### src/rtl/core/lrop_pkg.sv
// Shared types, constants and helper functions for the obstacle route planner.
package lrop_pkg;

	localparam int OBSTACLE_SLOTS_DEF = 16;
	localparam int COORD_BITS_DEF = 24;
	localparam int LEN_BITS = 25;

	typedef enum logic [1:0] {
		KIND_ADD   = 2'd0,
		KIND_CLEAR = 2'd1,
		KIND_PLAN  = 2'd2,
		KIND_NONE  = 2'd3
	} kind_t;

	typedef enum logic [3:0] {
		ST_IDLE,
		ST_ADD,
		ST_SCAN,
		ST_FAIL,
		ST_LEN1,
		ST_OUT1,
		ST_LEN2,
		ST_OUT2
	} state_t;

	// Controller to datapath.
	typedef struct packed {
		logic load;        // capture input word
		logic wr_obst;     // write obstacle at count
		logic clr_count;   // empty the table
		logic scan_start;  // reset scan index and flags
		logic scan_step;   // evaluate one table entry
		logic sqrt_start;  // start square root of current leg
		logic sel_leg2;    // 0 first leg, 1 second leg
		logic emit_fail;
		logic emit_seg;    // emit a segment result
		logic emit_last;
	} ctrl_t;

	// Datapath to controller.
	typedef struct packed {
		logic scan_done;
		logic sqrt_done;
		logic blocked;
		logic manhattan;
		logic full;
	} stat_t;

endpackage

### src/rtl/core/lrop_ctrl.sv
// Controller state machine of the obstacle route planner.
module lrop_ctrl
	import lrop_pkg::*;
(
	input  logic  clk,
	input  logic  arst_n,
	input  logic  start,
	input  logic  [1:0] kind,
	output logic  busy,
	input  stat_t st,
	output ctrl_t ctl
);
	state_t state_q, state_d;

	always_ff @(posedge clk or negedge arst_n) begin
		if (!arst_n) begin
			state_q <= ST_IDLE;
		end else begin
			state_q <= state_d;
		end
	end

	always_comb begin
		state_d = state_q;
		ctl = '0;
		busy = (state_q != ST_IDLE);
		unique case (state_q)
			ST_IDLE: begin
				if (start) begin
					ctl.load = 1'b1;
					unique case (kind)
						KIND_ADD: state_d = ST_ADD;
						KIND_CLEAR: ctl.clr_count = 1'b1;
						KIND_PLAN: begin
							ctl.scan_start = 1'b1;
							state_d = ST_SCAN;
						end
						default: state_d = ST_IDLE;
					endcase
				end
			end
			ST_ADD: begin
				ctl.wr_obst = 1'b1;
				state_d = ST_IDLE;
			end
			ST_SCAN: begin
				ctl.scan_step = 1'b1;
				if (st.scan_done) begin
					ctl.scan_step = 1'b0;
					if (st.blocked) begin
						state_d = ST_FAIL;
					end else begin
						ctl.sqrt_start = 1'b1;
						state_d = ST_LEN1;
					end
				end
			end
			ST_FAIL: begin
				ctl.emit_fail = 1'b1;
				ctl.emit_last = 1'b1;
				state_d = ST_IDLE;
			end
			ST_LEN1: begin
				if (st.sqrt_done) begin
					if (st.manhattan) begin
						ctl.sqrt_start = 1'b1;
						ctl.sel_leg2 = 1'b1;
						state_d = ST_LEN2;
					end else begin
						state_d = ST_OUT1;
					end
				end
			end
			ST_LEN2: begin
				ctl.sel_leg2 = 1'b1;
				if (st.sqrt_done) begin
					state_d = ST_OUT1;
				end
			end
			ST_OUT1: begin
				ctl.emit_seg = 1'b1;
				if (st.manhattan) begin
					state_d = ST_OUT2;
				end else begin
					ctl.emit_last = 1'b1;
					state_d = ST_IDLE;
				end
			end
			ST_OUT2: begin
				ctl.emit_seg = 1'b1;
				ctl.sel_leg2 = 1'b1;
				ctl.emit_last = 1'b1;
				state_d = ST_IDLE;
			end
			default: state_d = ST_IDLE;
		endcase
	end
endmodule

### config.mk
export PLATFORM = sky130hd
export DESIGN_NAME = lrop_ctrl
export DESIGN_NICKNAME = d
export VERILOG_FILES = /design/src/rtl/core/lrop_pkg.sv /design/src/rtl/core/lrop_ctrl.sv
export SDC_FILE = /design/constraint.sdc
export NUM_CORES = 1
export LEC_CHECK = 0
export BUFFER_PORTS_ARGS = -buffer_cell sky130_fd_sc_hd__buf_2
export CAP_MARGIN = 20
export CORE_AREA = 2 2 39 41
export CTS_BUF_LIST = sky130_fd_sc_hd__clkbuf_2 sky130_fd_sc_hd__clkbuf_4 sky130_fd_sc_hd__clkbuf_8
export CTS_CLUSTER_SIZE = 40
export DETAILED_ROUTE_END_ITERATION = 8
export DIE_AREA = 0 0 41 43
export PLACE_DENSITY_LB_ADDON = 0.05
export SYNTH_ARGS = -nofsm -noshare
export SYNTH_HDL_FRONTEND = slang
export SYNTH_SLANG_ARGS = --single-unit
### constraint.sdc
create_clock -name clk -period 3.3 [get_ports clk]
set_clock_uncertainty 0.05 [all_clocks]
set_input_delay 0.165 -clock clk [delete_from_list [all_inputs] [get_ports clk]]
set_output_delay 0.165 -clock clk [all_outputs]
set_load 0.02 [all_outputs]
# After elaboration in Yosys (flattened, before gate mapping)
# Cells that the tools add are included.
dict set report word_totals {
  register_bits 4
  latchBits 0
  mem_bits_rw 0
  mem_bits_ro 0
  input_bits 10
  word_cells 49
  mem_count 0
}
dict set report op_classes {
  addsub 0
  mul 0
  div_mod_pow 0
  magnitude_cmp 0
  eq_ne 14
  shift 0
  mux 27
  bitwise 0
  reduce_logical 7
}
# operator n
set op_table {}
lappend op_table {{case mux 4 bit (5 select lines)} 1}
lappend op_table {{equality test 4 x 3 -> 1 bit, second input constant} 4}
lappend op_table {{two-way mux 4 bit} 4}
lappend op_table {{two-way mux 2 bit} 6}
lappend op_table {{case mux 4 bit (3 select lines)} 1}
lappend op_table {{two-way mux 1 bit} 10}
lappend op_table {{!= test 2 bit, second input constant} 5}
lappend op_table {{equality test 4 x 2 -> 1 bit, second input constant} 2}
lappend op_table {{two-way mux 3 bit} 2}
lappend op_table {{case mux 1 bit (2 select lines)} 3}
lappend op_table {{OR reduction 2 bit} 3}
lappend op_table {{AND reduction 5 bit} 1}
lappend op_table {{equality test 4 x 1 -> 1 bit, second input constant} 1}
lappend op_table {{logical NOT 4 bit} 1}
lappend op_table {{nonzero test 4 bit} 1}
lappend op_table {{equality test 2 x 1 -> 1 bit, second input constant} 1}
lappend op_table {{equality test 2 bit, second input constant} 1}
lappend op_table {{logical NOT 2 bit} 1}

# Depth between registers and ports, before layout
# Gate-level depths: netlist of the first run.
dict set report logic_depth {
  word_depth 4
  depth_mapped 5
  ltp_nobuf 5
}

# Worst setup path after synthesis of the first run
# OpenSTA, ideal clock, no wires.
dict set report synth_timing {
  kind {flip-flop to output port}
  from {register state_q[2]}
  to {output ctl[5] in the netlist's numbering}
  arrival_ns 1.433
  path_slack_ns 1.652
  path_stages_with_launch 4
  cell_sequence {dfrtp_1 > buf_6 > clkbuf_8 > nor4b_1}
}
# item line_no
set synth_rtl {}
lappend synth_rtl {{from (decl)} lrop_ctrl.sv:13} ;# state_t state_q, state_d;
lappend synth_rtl {{from (signal assigned)} lrop_ctrl.sv:19} ;# state_q <= state_d;
lappend synth_rtl {{to (decl)} lrop_ctrl.sv:11} ;# output ctrl_t ctl

==> results.toml, run 1 <==
[timing]
fmax_mhz = 539.7
min_period_over_period_pct = 56.15
worst_slew_pin_slew_ps = 569.5
timing_hold_violations_final = 0
fin_tns_setup_ps = 0
rsz0062_at_grt = "false"
max_slew_margin_pct = 62.04
finalSetupViolCount = 0
whs_ps = 213.9
fin_crit_ps = 1853
slew_viol_final = 0

[drt]
drtAntennaViolNets = 0
first_pass_iters = 4
wl_per_cell_um = 10.81
routed_wl_um = 951
vias = 428
route.detailed.drc = 0
drt_iter0_drc = 3
vias_per_cell = 4.864

[floorplanning]
rows = 14
fp.dieH_um = 43
die_w_um = 41
core_um2 = 1384
io_pins = 21
initial_core_util_pct = 29.66
die_area_um2 = 1763

[synth]
synth_cells = 52
netlist_area_um2 = 410.4
synth_cell_types = 27
yosys_warnings = 0
yosysTopAreaCellShare_pct = 18.29
syn_nets = 62
ys_seq_area_share_pct = 18.29
synth_area_per_cell_um2 = 7.892
yosysTopAreaCell = "dfrtp_1"
synthTopCellsByArea = "dfrtp_1 (18%), clkbuf_8 (6.7%), buf_6 (5.5%)"
ys_ff_latch = 3

[clock_tree]
tritoncts = "built"
cts_buffers = 3
clk_latency_ps = 230
cts.reportedPaths.clkPinSlew_ps = 40
post_cts_buffers = 0
root_buffer = "clkbuf_4"
cts.sinks = 3
htreeDepth = 1
clk_path_buf_depth = 2

[critical_path]
timing.rr.end = "state_q[1]$_DFFE_PN0P_"
startpoint_type = "register"
reg2reg_depth = 5
endpoint = "ctl[6]"
critPathSlowestCell = "dfrtp_1"
endpoint_kind = "output port"
reg2reg_slack_ps = 1780
path_delay_family = "simple AND/OR/NAND/NOR gates"
slowest_delay_ps = 580
worstPathCellList = "nor3_1, nand2_1, nor3b_1, buf_2"
path_buf_inv = 1
required_ps = 3080
cp_data_arrival_time_ps = 1640
crit_start = "state_q[2]$_DFFE_PN0P_"
path_max_fanout = 20
critPathKind = "register to output port"
crit_cells = 4
r2r_start = "state_q[2]$_DFFE_PN0P_"

[min_path]
hold_path.class = "primary input to async pin"

[final_layout]
drive_gt1_share_pct = 38.89
top_regs = "state_q x3"
multi_input_area_um2 = 274.0
regMostFlops = "state_q"
diodes = 0
final_common_cell = "buf_2"
largest_register_ffs = 3
syn2layout_area_growth_pct = 25.61
nets = 83
regArea_um2 = 75.07
fillers = 160
layout_common_cells = "buf_2 (19), nor2_1 (6), nand2_1 (5)"

[power]
power.density_nw_per_um2 = 699.4
ir_worst_vdd_mv = 0.2982
power_leakage_uw = 0.0002633

[place]
io_buffers = 19
dp_hpwl_um = 702.5
gp_congestion = 0.6709

[global_routing]
gr-usage-all-layers_pct = 13.08
grt-ovfl-total = 0
grt_pass1_vias = 394
grt_pass1_wl_um = 1600
antenna_found_initial = 0
grt_max_degree = 21

[job]
maxCapViolations = 0

[run_status]
outcome = "finished clean"
==> cell usage after synthesis, drive strengths merged <==
master	n
a21oi	5
nand2	5
and3b	1
o31a	1
clkbuf	2
and2	1
a22oi	1
and4bb	1
nand2b	3
nor4b	2
o21ai	2
nor3	1
nor2b	2
a31oi	1
buf	2
o211ai	1
o22ai	1
inv	3
dfrtp	3
nor3b	3
a21o	1
nor2	6
o21a	3
nor4	1
==> metal layers <==
layer / track usage (%) / vias up / wire length (µm)
li1: - / 227 / -
met4: 8.000 / 0 / 0
met1: 14.56 / 193 / 403
met5: 0 / - / 0
met3: 0 / 0 / 40
met2: 22.81 / 8 / 507
==> worst min-delay path by stage <==
stage	startpoint	to	cells past startpoint
floorplan	arst_n	state_q[0]$_DFFE_PN0P_	0
global placement	arst_n	state_q[0]$_DFFE_PN0P_	1
finish	arst_n	state_q[2]$_DFFE_PN0P_	2
global route	arst_n	state_q[2]$_DFFE_PN0P_	2
CTS	arst_n	state_q[2]$_DFFE_PN0P_	2
detailed placement	arst_n	state_q[0]$_DFFE_PN0P_	1
==> layout make-up <==
type	count	area share [%]
Multi-Input combinational cell	42	53.16
Timing Repair Buffer	20	20.39
Sequential cell	3	14.56
Clock buffer	4	5.825
Tap cell	16	3.883
Inverter	3	2.184
==> report_power, final <==
part | switching (µW) | leakage (µW) | internal [µW] | total, µW
Combinational | 105 | 0.000205 | 86.9 | 192
Sequential | 48.5 | 0.0000396 | 48.4 | 96.9
Clock | 17.9 | 0.0000184 | 53.4 | 71.3
==> stage by stage <==
stage | util (%) | instances | total power (µW) | instance area, µm² | setup slack [ps]
floorplan | - | 52 | 267.4 | 410.4 | 1652
global placement | 34.36 | 83 | 292.3 | 475.5 | 1685
detailed placement | 34.36 | 83 | 291.5 | 475.5 | 1687
CTS | 37.25 | 88 | 367.8 | 515.5 | 1434
global route | 37.25 | 88 | 393.4 | 515.5 | 1316
finish | 37.25 | 88 | 360.5 | 515.5 | 1447
==> kinds of logic (layout without fill, tap and decap cells) <==
group / after synthesis / count (layout) / synth area share, %
AO/OA/AOI/OAI: 16 / 16 / 28.35
flip-flops: 3 / 3 / 18.29
buffers and inverters: 7 / 27 / 14.94
AND/OR/NAND/NOR: 26 / 26 / 38.41
==> repair_timing <==
action / CTS / global route
endpoints found under the hold margin: 3 / 0
resized for setup: 0 / 0
hold buffers: 1 / 0
No activity file was read; power rests on OpenSTA's default activity.
==> run 2: changes to the inputs <==
- clock period: 3.3 -> 1.86 ns (I/O delays scaled with it)
==> results.toml, run 2 (synthesized netlist as in run 1, its figures left out) <==
[run_status]
outcome = "finished clean"

[timing]
timing_hold_violations_final = 0
slew_viol_final = 0
fmax_mhz = 585.5
rsz0062_at_grt = "false"
finalSetupViolCount = 0
worst_slew_pin_slew_ps = 454.2
fin_tns_setup_ps = 0
min_period_over_period_pct = 91.83
max_slew_margin_pct = 69.72
fin_crit_ps = 1708

[critical_path]
cp_data_arrival_time_ps = 1570
endpoint = "ctl[6]"
r2r_start = "state_q[0]$_DFFE_PN0P_"
reg2reg_depth = 4
crit_start = "state_q[1]$_DFFE_PN0P_"
slowest_delay_ps = 520
reg2reg_slack_ps = 420
endpoint_kind = "output port"
critPathKind = "register to output port"
critPathSlowestCell = "dfrtp_1"
path_max_fanout = 15
path_buf_inv = 1
startpoint_type = "register"
worstPathCellList = "nor3_1, nand2_1, nor3b_1, buf_2"
crit_cells = 4
required_ps = 1720
timing.rr.end = "state_q[1]$_DFFE_PN0P_"
path_delay_family = "simple AND/OR/NAND/NOR gates"

[power]
p_int_uw = 353.5
p_seq_share_pct = 21.6
power.density_nw_per_um2 = 1247
switching_share_pct = 46.55
pwr-share-clk_pct = 19.0
power_leakage_uw = 0.0002737
comb_power_share_pct = 59.4
ir_worst_vdd_mv = 0.5711
p_sw_uw = 307.9

[drt]
route.detailed.drc = 0
drt_iter0_drc = 2
vias = 437
wl_per_cell_um = 10.51
routed_wl_um = 946
vias_per_cell = 4.856
drtAntennaViolNets = 0
first_pass_iters = 4

[place]
io_buffers = 19
gp_congestion = 0.7106
dp_hpwl_um = 708
dpl.cell_count = 85

[floorplanning]
core_um2 = 1384
fp.dieH_um = 43
rows = 14
die_area_um2 = 1763
die_w_um = 41
initial_core_util_pct = 29.66
io_pins = 21

[final_layout]
final_util_pct = 38.34
drive_gt1_share_pct = 40.54
largest_register_ffs = 3
syn2layout_area_growth_pct = 29.27
nets = 85
fillers = 153
diodes = 0
final_common_cell = "buf_2"
layout_common_cells = "buf_2 (19), nor2_1 (6), nand2_1 (5)"
top_regs = "state_q x3"
fin_cells = 90
regMostFlops = "state_q"

[global_routing]
grt_pass1_wl_um = 1600
grt-ovfl-total = 0
grt_max_degree = 17
grt_pass1_vias = 378
antenna_found_initial = 0
gr-usage-all-layers_pct = 13.39

[clock_tree]
root_buffer = "clkbuf_4"
cts_hold_buf = 1
cts.sinks = 3
htreeDepth = 1
cts.reportedPaths.clkPinSlew_ps = 40
post_cts_resized = 0
cts_buffers = 3
clk_latency_ps = 230
post_cts_buffers = 0
clk_path_buf_depth = 2
tritoncts = "built"

[job]
maxCapViolations = 0

[min_path]
hold_path.class = "primary input to async pin"
-- run 2: layout make-up --
type                    instances  area, µm²  area share [%]
inverters                       3      11.26           2.123
clock buffers                   4      30.03           5.660
repair buffers                 22      120.1           22.64
flip-flops and latches          3      75.07           14.15
multi-input cells              42      274.0           51.65
well taps                      16      20.02           3.774
-- run 2: worst min path at each step --
stage	start	end	slack [ps]	cells after the start
finish	arst_n	state_q[2]$_DFFE_PN0P_	140	2
global route	arst_n	state_q[2]$_DFFE_PN0P_	160	2
CTS	arst_n	state_q[2]$_DFFE_PN0P_	130	2
detailed placement	arst_n	state_q[1]$_DFFE_PN0P_	-160	1
global placement	arst_n	state_q[2]$_DFFE_PN0P_	-160	1
floorplan	arst_n	state_q[0]$_DFFE_PN0P_	-250	0
-- run 2: stage by stage --
step	worst slack [ps]	cell area, µm²	total power [µW]	hold slack, ps
final	151.9	530.5	661.4	142.2
after global routing	61.32	530.5	727.5	156.1
after CTS	135.0	530.5	673.1	134.0
after detailed placement	379.5	490.5	540.1	-159.1
after global placement	398.0	490.5	543.9	-159.0
after floorplan	284.2	410.4	474.5	-252.6
-- run 2: per-layer routing --
metal | part of all wire [%] | vias up | GRT usage (%)
met3 | 3.5 | 0 | 3.141
met1 | 47 | 202 | 17.86
li1 | - | 229 | -
met5 | 0 | - | 0
met4 | 0 | 0 | 8.000
met2 | 49 | 6 | 18.75
-- run 2: power groups by stage --
stage / combinational, µW / clock [µW] / sequential [µW]
after global routing: 437 / 139 / 151
final: 393 / 126 / 143
after global placement: 400 / 0 / 144
after detailed placement: 397 / 0 / 143
after CTS: 399 / 131 / 143
after floorplan: 367 / 0 / 108
-- run 2: worst register-to-register path, cell delays in order, from the launching register on --
cell,delay [ps]
dfrtp_1,610
and4bb_1,280
a21oi_2,120
o31a_1,170
o22ai_2,80
==> run 3: changes to the inputs <==
- BUFFER_PORTS_ARGS: -buffer_cell sky130_fd_sc_hd__buf_2 -> unset
- DONT_BUFFER_PORTS: unset -> 1
==> results.toml, run 3 (synthesized netlist as in run 1, its figures left out) <==
[run_status]
outcome = "finished clean"

[drt]
vias = 381
first_pass_iters = 3
vias_per_cell = 5.149
route.detailed.drc = 0
drt_iter0_drc = 6
routed_wl_um = 959
drtAntennaViolNets = 0
wl_per_cell_um = 12.96

[critical_path]
timing.rr.end = "state_q[1]$_DFFE_PN0P_"
critPathSlowestCell = "dfrtp_1"
required_ps = 1720
worstPathCellList = "nor4b_1, a31oi_1, nor2_1"
startpoint_type = "register"
path_max_fanout = 16
path_buf_inv = 0
endpoint_kind = "output port"
r2r_start = "state_q[2]$_DFFE_PN0P_"
reg2reg_depth = 4
cp_data_arrival_time_ps = 1560
path_delay_family = "simple AND/OR/NAND/NOR gates"
reg2reg_slack_ps = 400
critPathKind = "register to output port"
slowest_delay_ps = 550

[floorplanning]
die_area_um2 = 1763
core_um2 = 1384
io_pins = 21
fp.dieH_um = 43
rows = 14
initial_core_util_pct = 29.66
die_w_um = 41

[global_routing]
gr-usage-all-layers_pct = 12.79
grt_pass1_vias = 365
grt_pass1_wl_um = 1531
antenna_found_initial = 0
grt-ovfl-total = 0
grt_max_degree = 17

[clock_tree]
tritoncts = "built"
cts_buffers = 3
root_buffer = "clkbuf_4"
clk_path_buf_depth = 2
cts.sinks = 3
htreeDepth = 1
clk_latency_ps = 230
cts.reportedPaths.clkPinSlew_ps = 40

[power]
ir_worst_vdd_mv = 0.4653
power.density_nw_per_um2 = 1397
p_total_uw = 646.9
power_leakage_uw = 0.0002019

[final_layout]
design_area_um2 = 462.9
drive_gt1_share_pct = 25.86
nets = 69
top_regs = "state_q x3"
regMostFlops = "state_q"
final_common_cell = "nor2_1"
syn2layout_area_growth_pct = 12.80
multi_input_area_um2 = 279.0
diodes = 0
largest_register_ffs = 3
regArea_um2 = 75.07
layout_common_cells = "nor2_1 (6), nand2_1 (5), buf_4 (5)"
fillers = 148

[timing]
fin_crit_ps = 1705
timing_hold_violations_final = 0
rsz0062_at_grt = "false"
slew_viol_final = 0
worst_slew_pin_slew_ps = 501.8
fin_tns_setup_ps = 0
max_slew_margin_pct = 66.54
finalSetupViolCount = 0
min_period_over_period_pct = 91.69
fmax_mhz = 586.4

[place]
post_dp_cell_area_um2 = 417.9
dp_hpwl_um = 689
gp_congestion = 0.7515
io_buffers = 0

[min_path]
hold_path.class = "primary input to register"
hold_depth = 3
min_from = "st[3]"
min_to = "state_q[2]$_DFFE_PN0P_"

[job]
maxCapViolations = 0
-- run 3: how the worst max path moves through the flow --
stage                           startpoint                     end  slack (ps)  cells past startpoint
global placement    state_q[2]$_DFFE_PN0P_  state_q[1]$_DFFE_PN0P_         390                      5
detailed placement  state_q[2]$_DFFE_PN0P_                  ctl[6]         360                      4
global route        state_q[2]$_DFFE_PN0P_                  ctl[4]          40                      3
CTS                 state_q[2]$_DFFE_PN0P_                  ctl[6]         120                      4
floorplan           state_q[2]$_DFFE_PN0P_                  ctl[5]         280                      3
finish              state_q[2]$_DFFE_PN0P_                  ctl[4]         150                      3
-- run 3: timing repair --
item	in CTS	in global routing
endpoints found under the setup margin	0	1
endpoints found under the hold margin	3	0
resized for setup	0	1
hold buffers	1	0
buffers inserted	0	0
-- run 3: worst reg2reg max path, cell delays in order (launching register included) --
cell and delay (ps):
dfrtp_1 550, and2_2 330, a21oi_2 170, o31a_1 160
o22ai_2 70
-- run 3: per-stage QoR --
step / cells / utilization (%) / worst slack (ps) / hold slack (ps)
5_1_grt: 74 / 33.45 / 39.57 / 12.38
3_5_place_dp: 69 / 30.20 / 362.7 / -252.5
6_report: 74 / 33.45 / 154.6 / 5.574
3_3_place_gp: 69 / 30.20 / 387.0 / -252.5
4_1_cts: 74 / 33.09 / 115.2 / 2.894
2_1_floorplan: 52 / - / 284.2 / -252.6
-- run 3: final cells by class --
class	count	area share, %
well taps	16	4.324
inverters	3	2.432
flip-flops and latches	3	16.22
repair buffers	6	10.27
multi-input cells	42	60.27
clock buffers	4	6.486
-- run 3: where the power goes --
group	internal, µW	switching [µW]	leakage (µW)
logic	158	190	0.000144
clock network	94.9	33.4	0.0000184
registers	85.9	84.3	0.0000396
total	339	308	0.000202
-- run 3: per-layer routing --
metal	wire length [µm]	global-route usage (%)	vias up
li1	-	-	198
met1	420	16.23	173
met2	468	19.38	8
met3	53	1.571	2
met4	17	8.000	0
met5	0	0	-
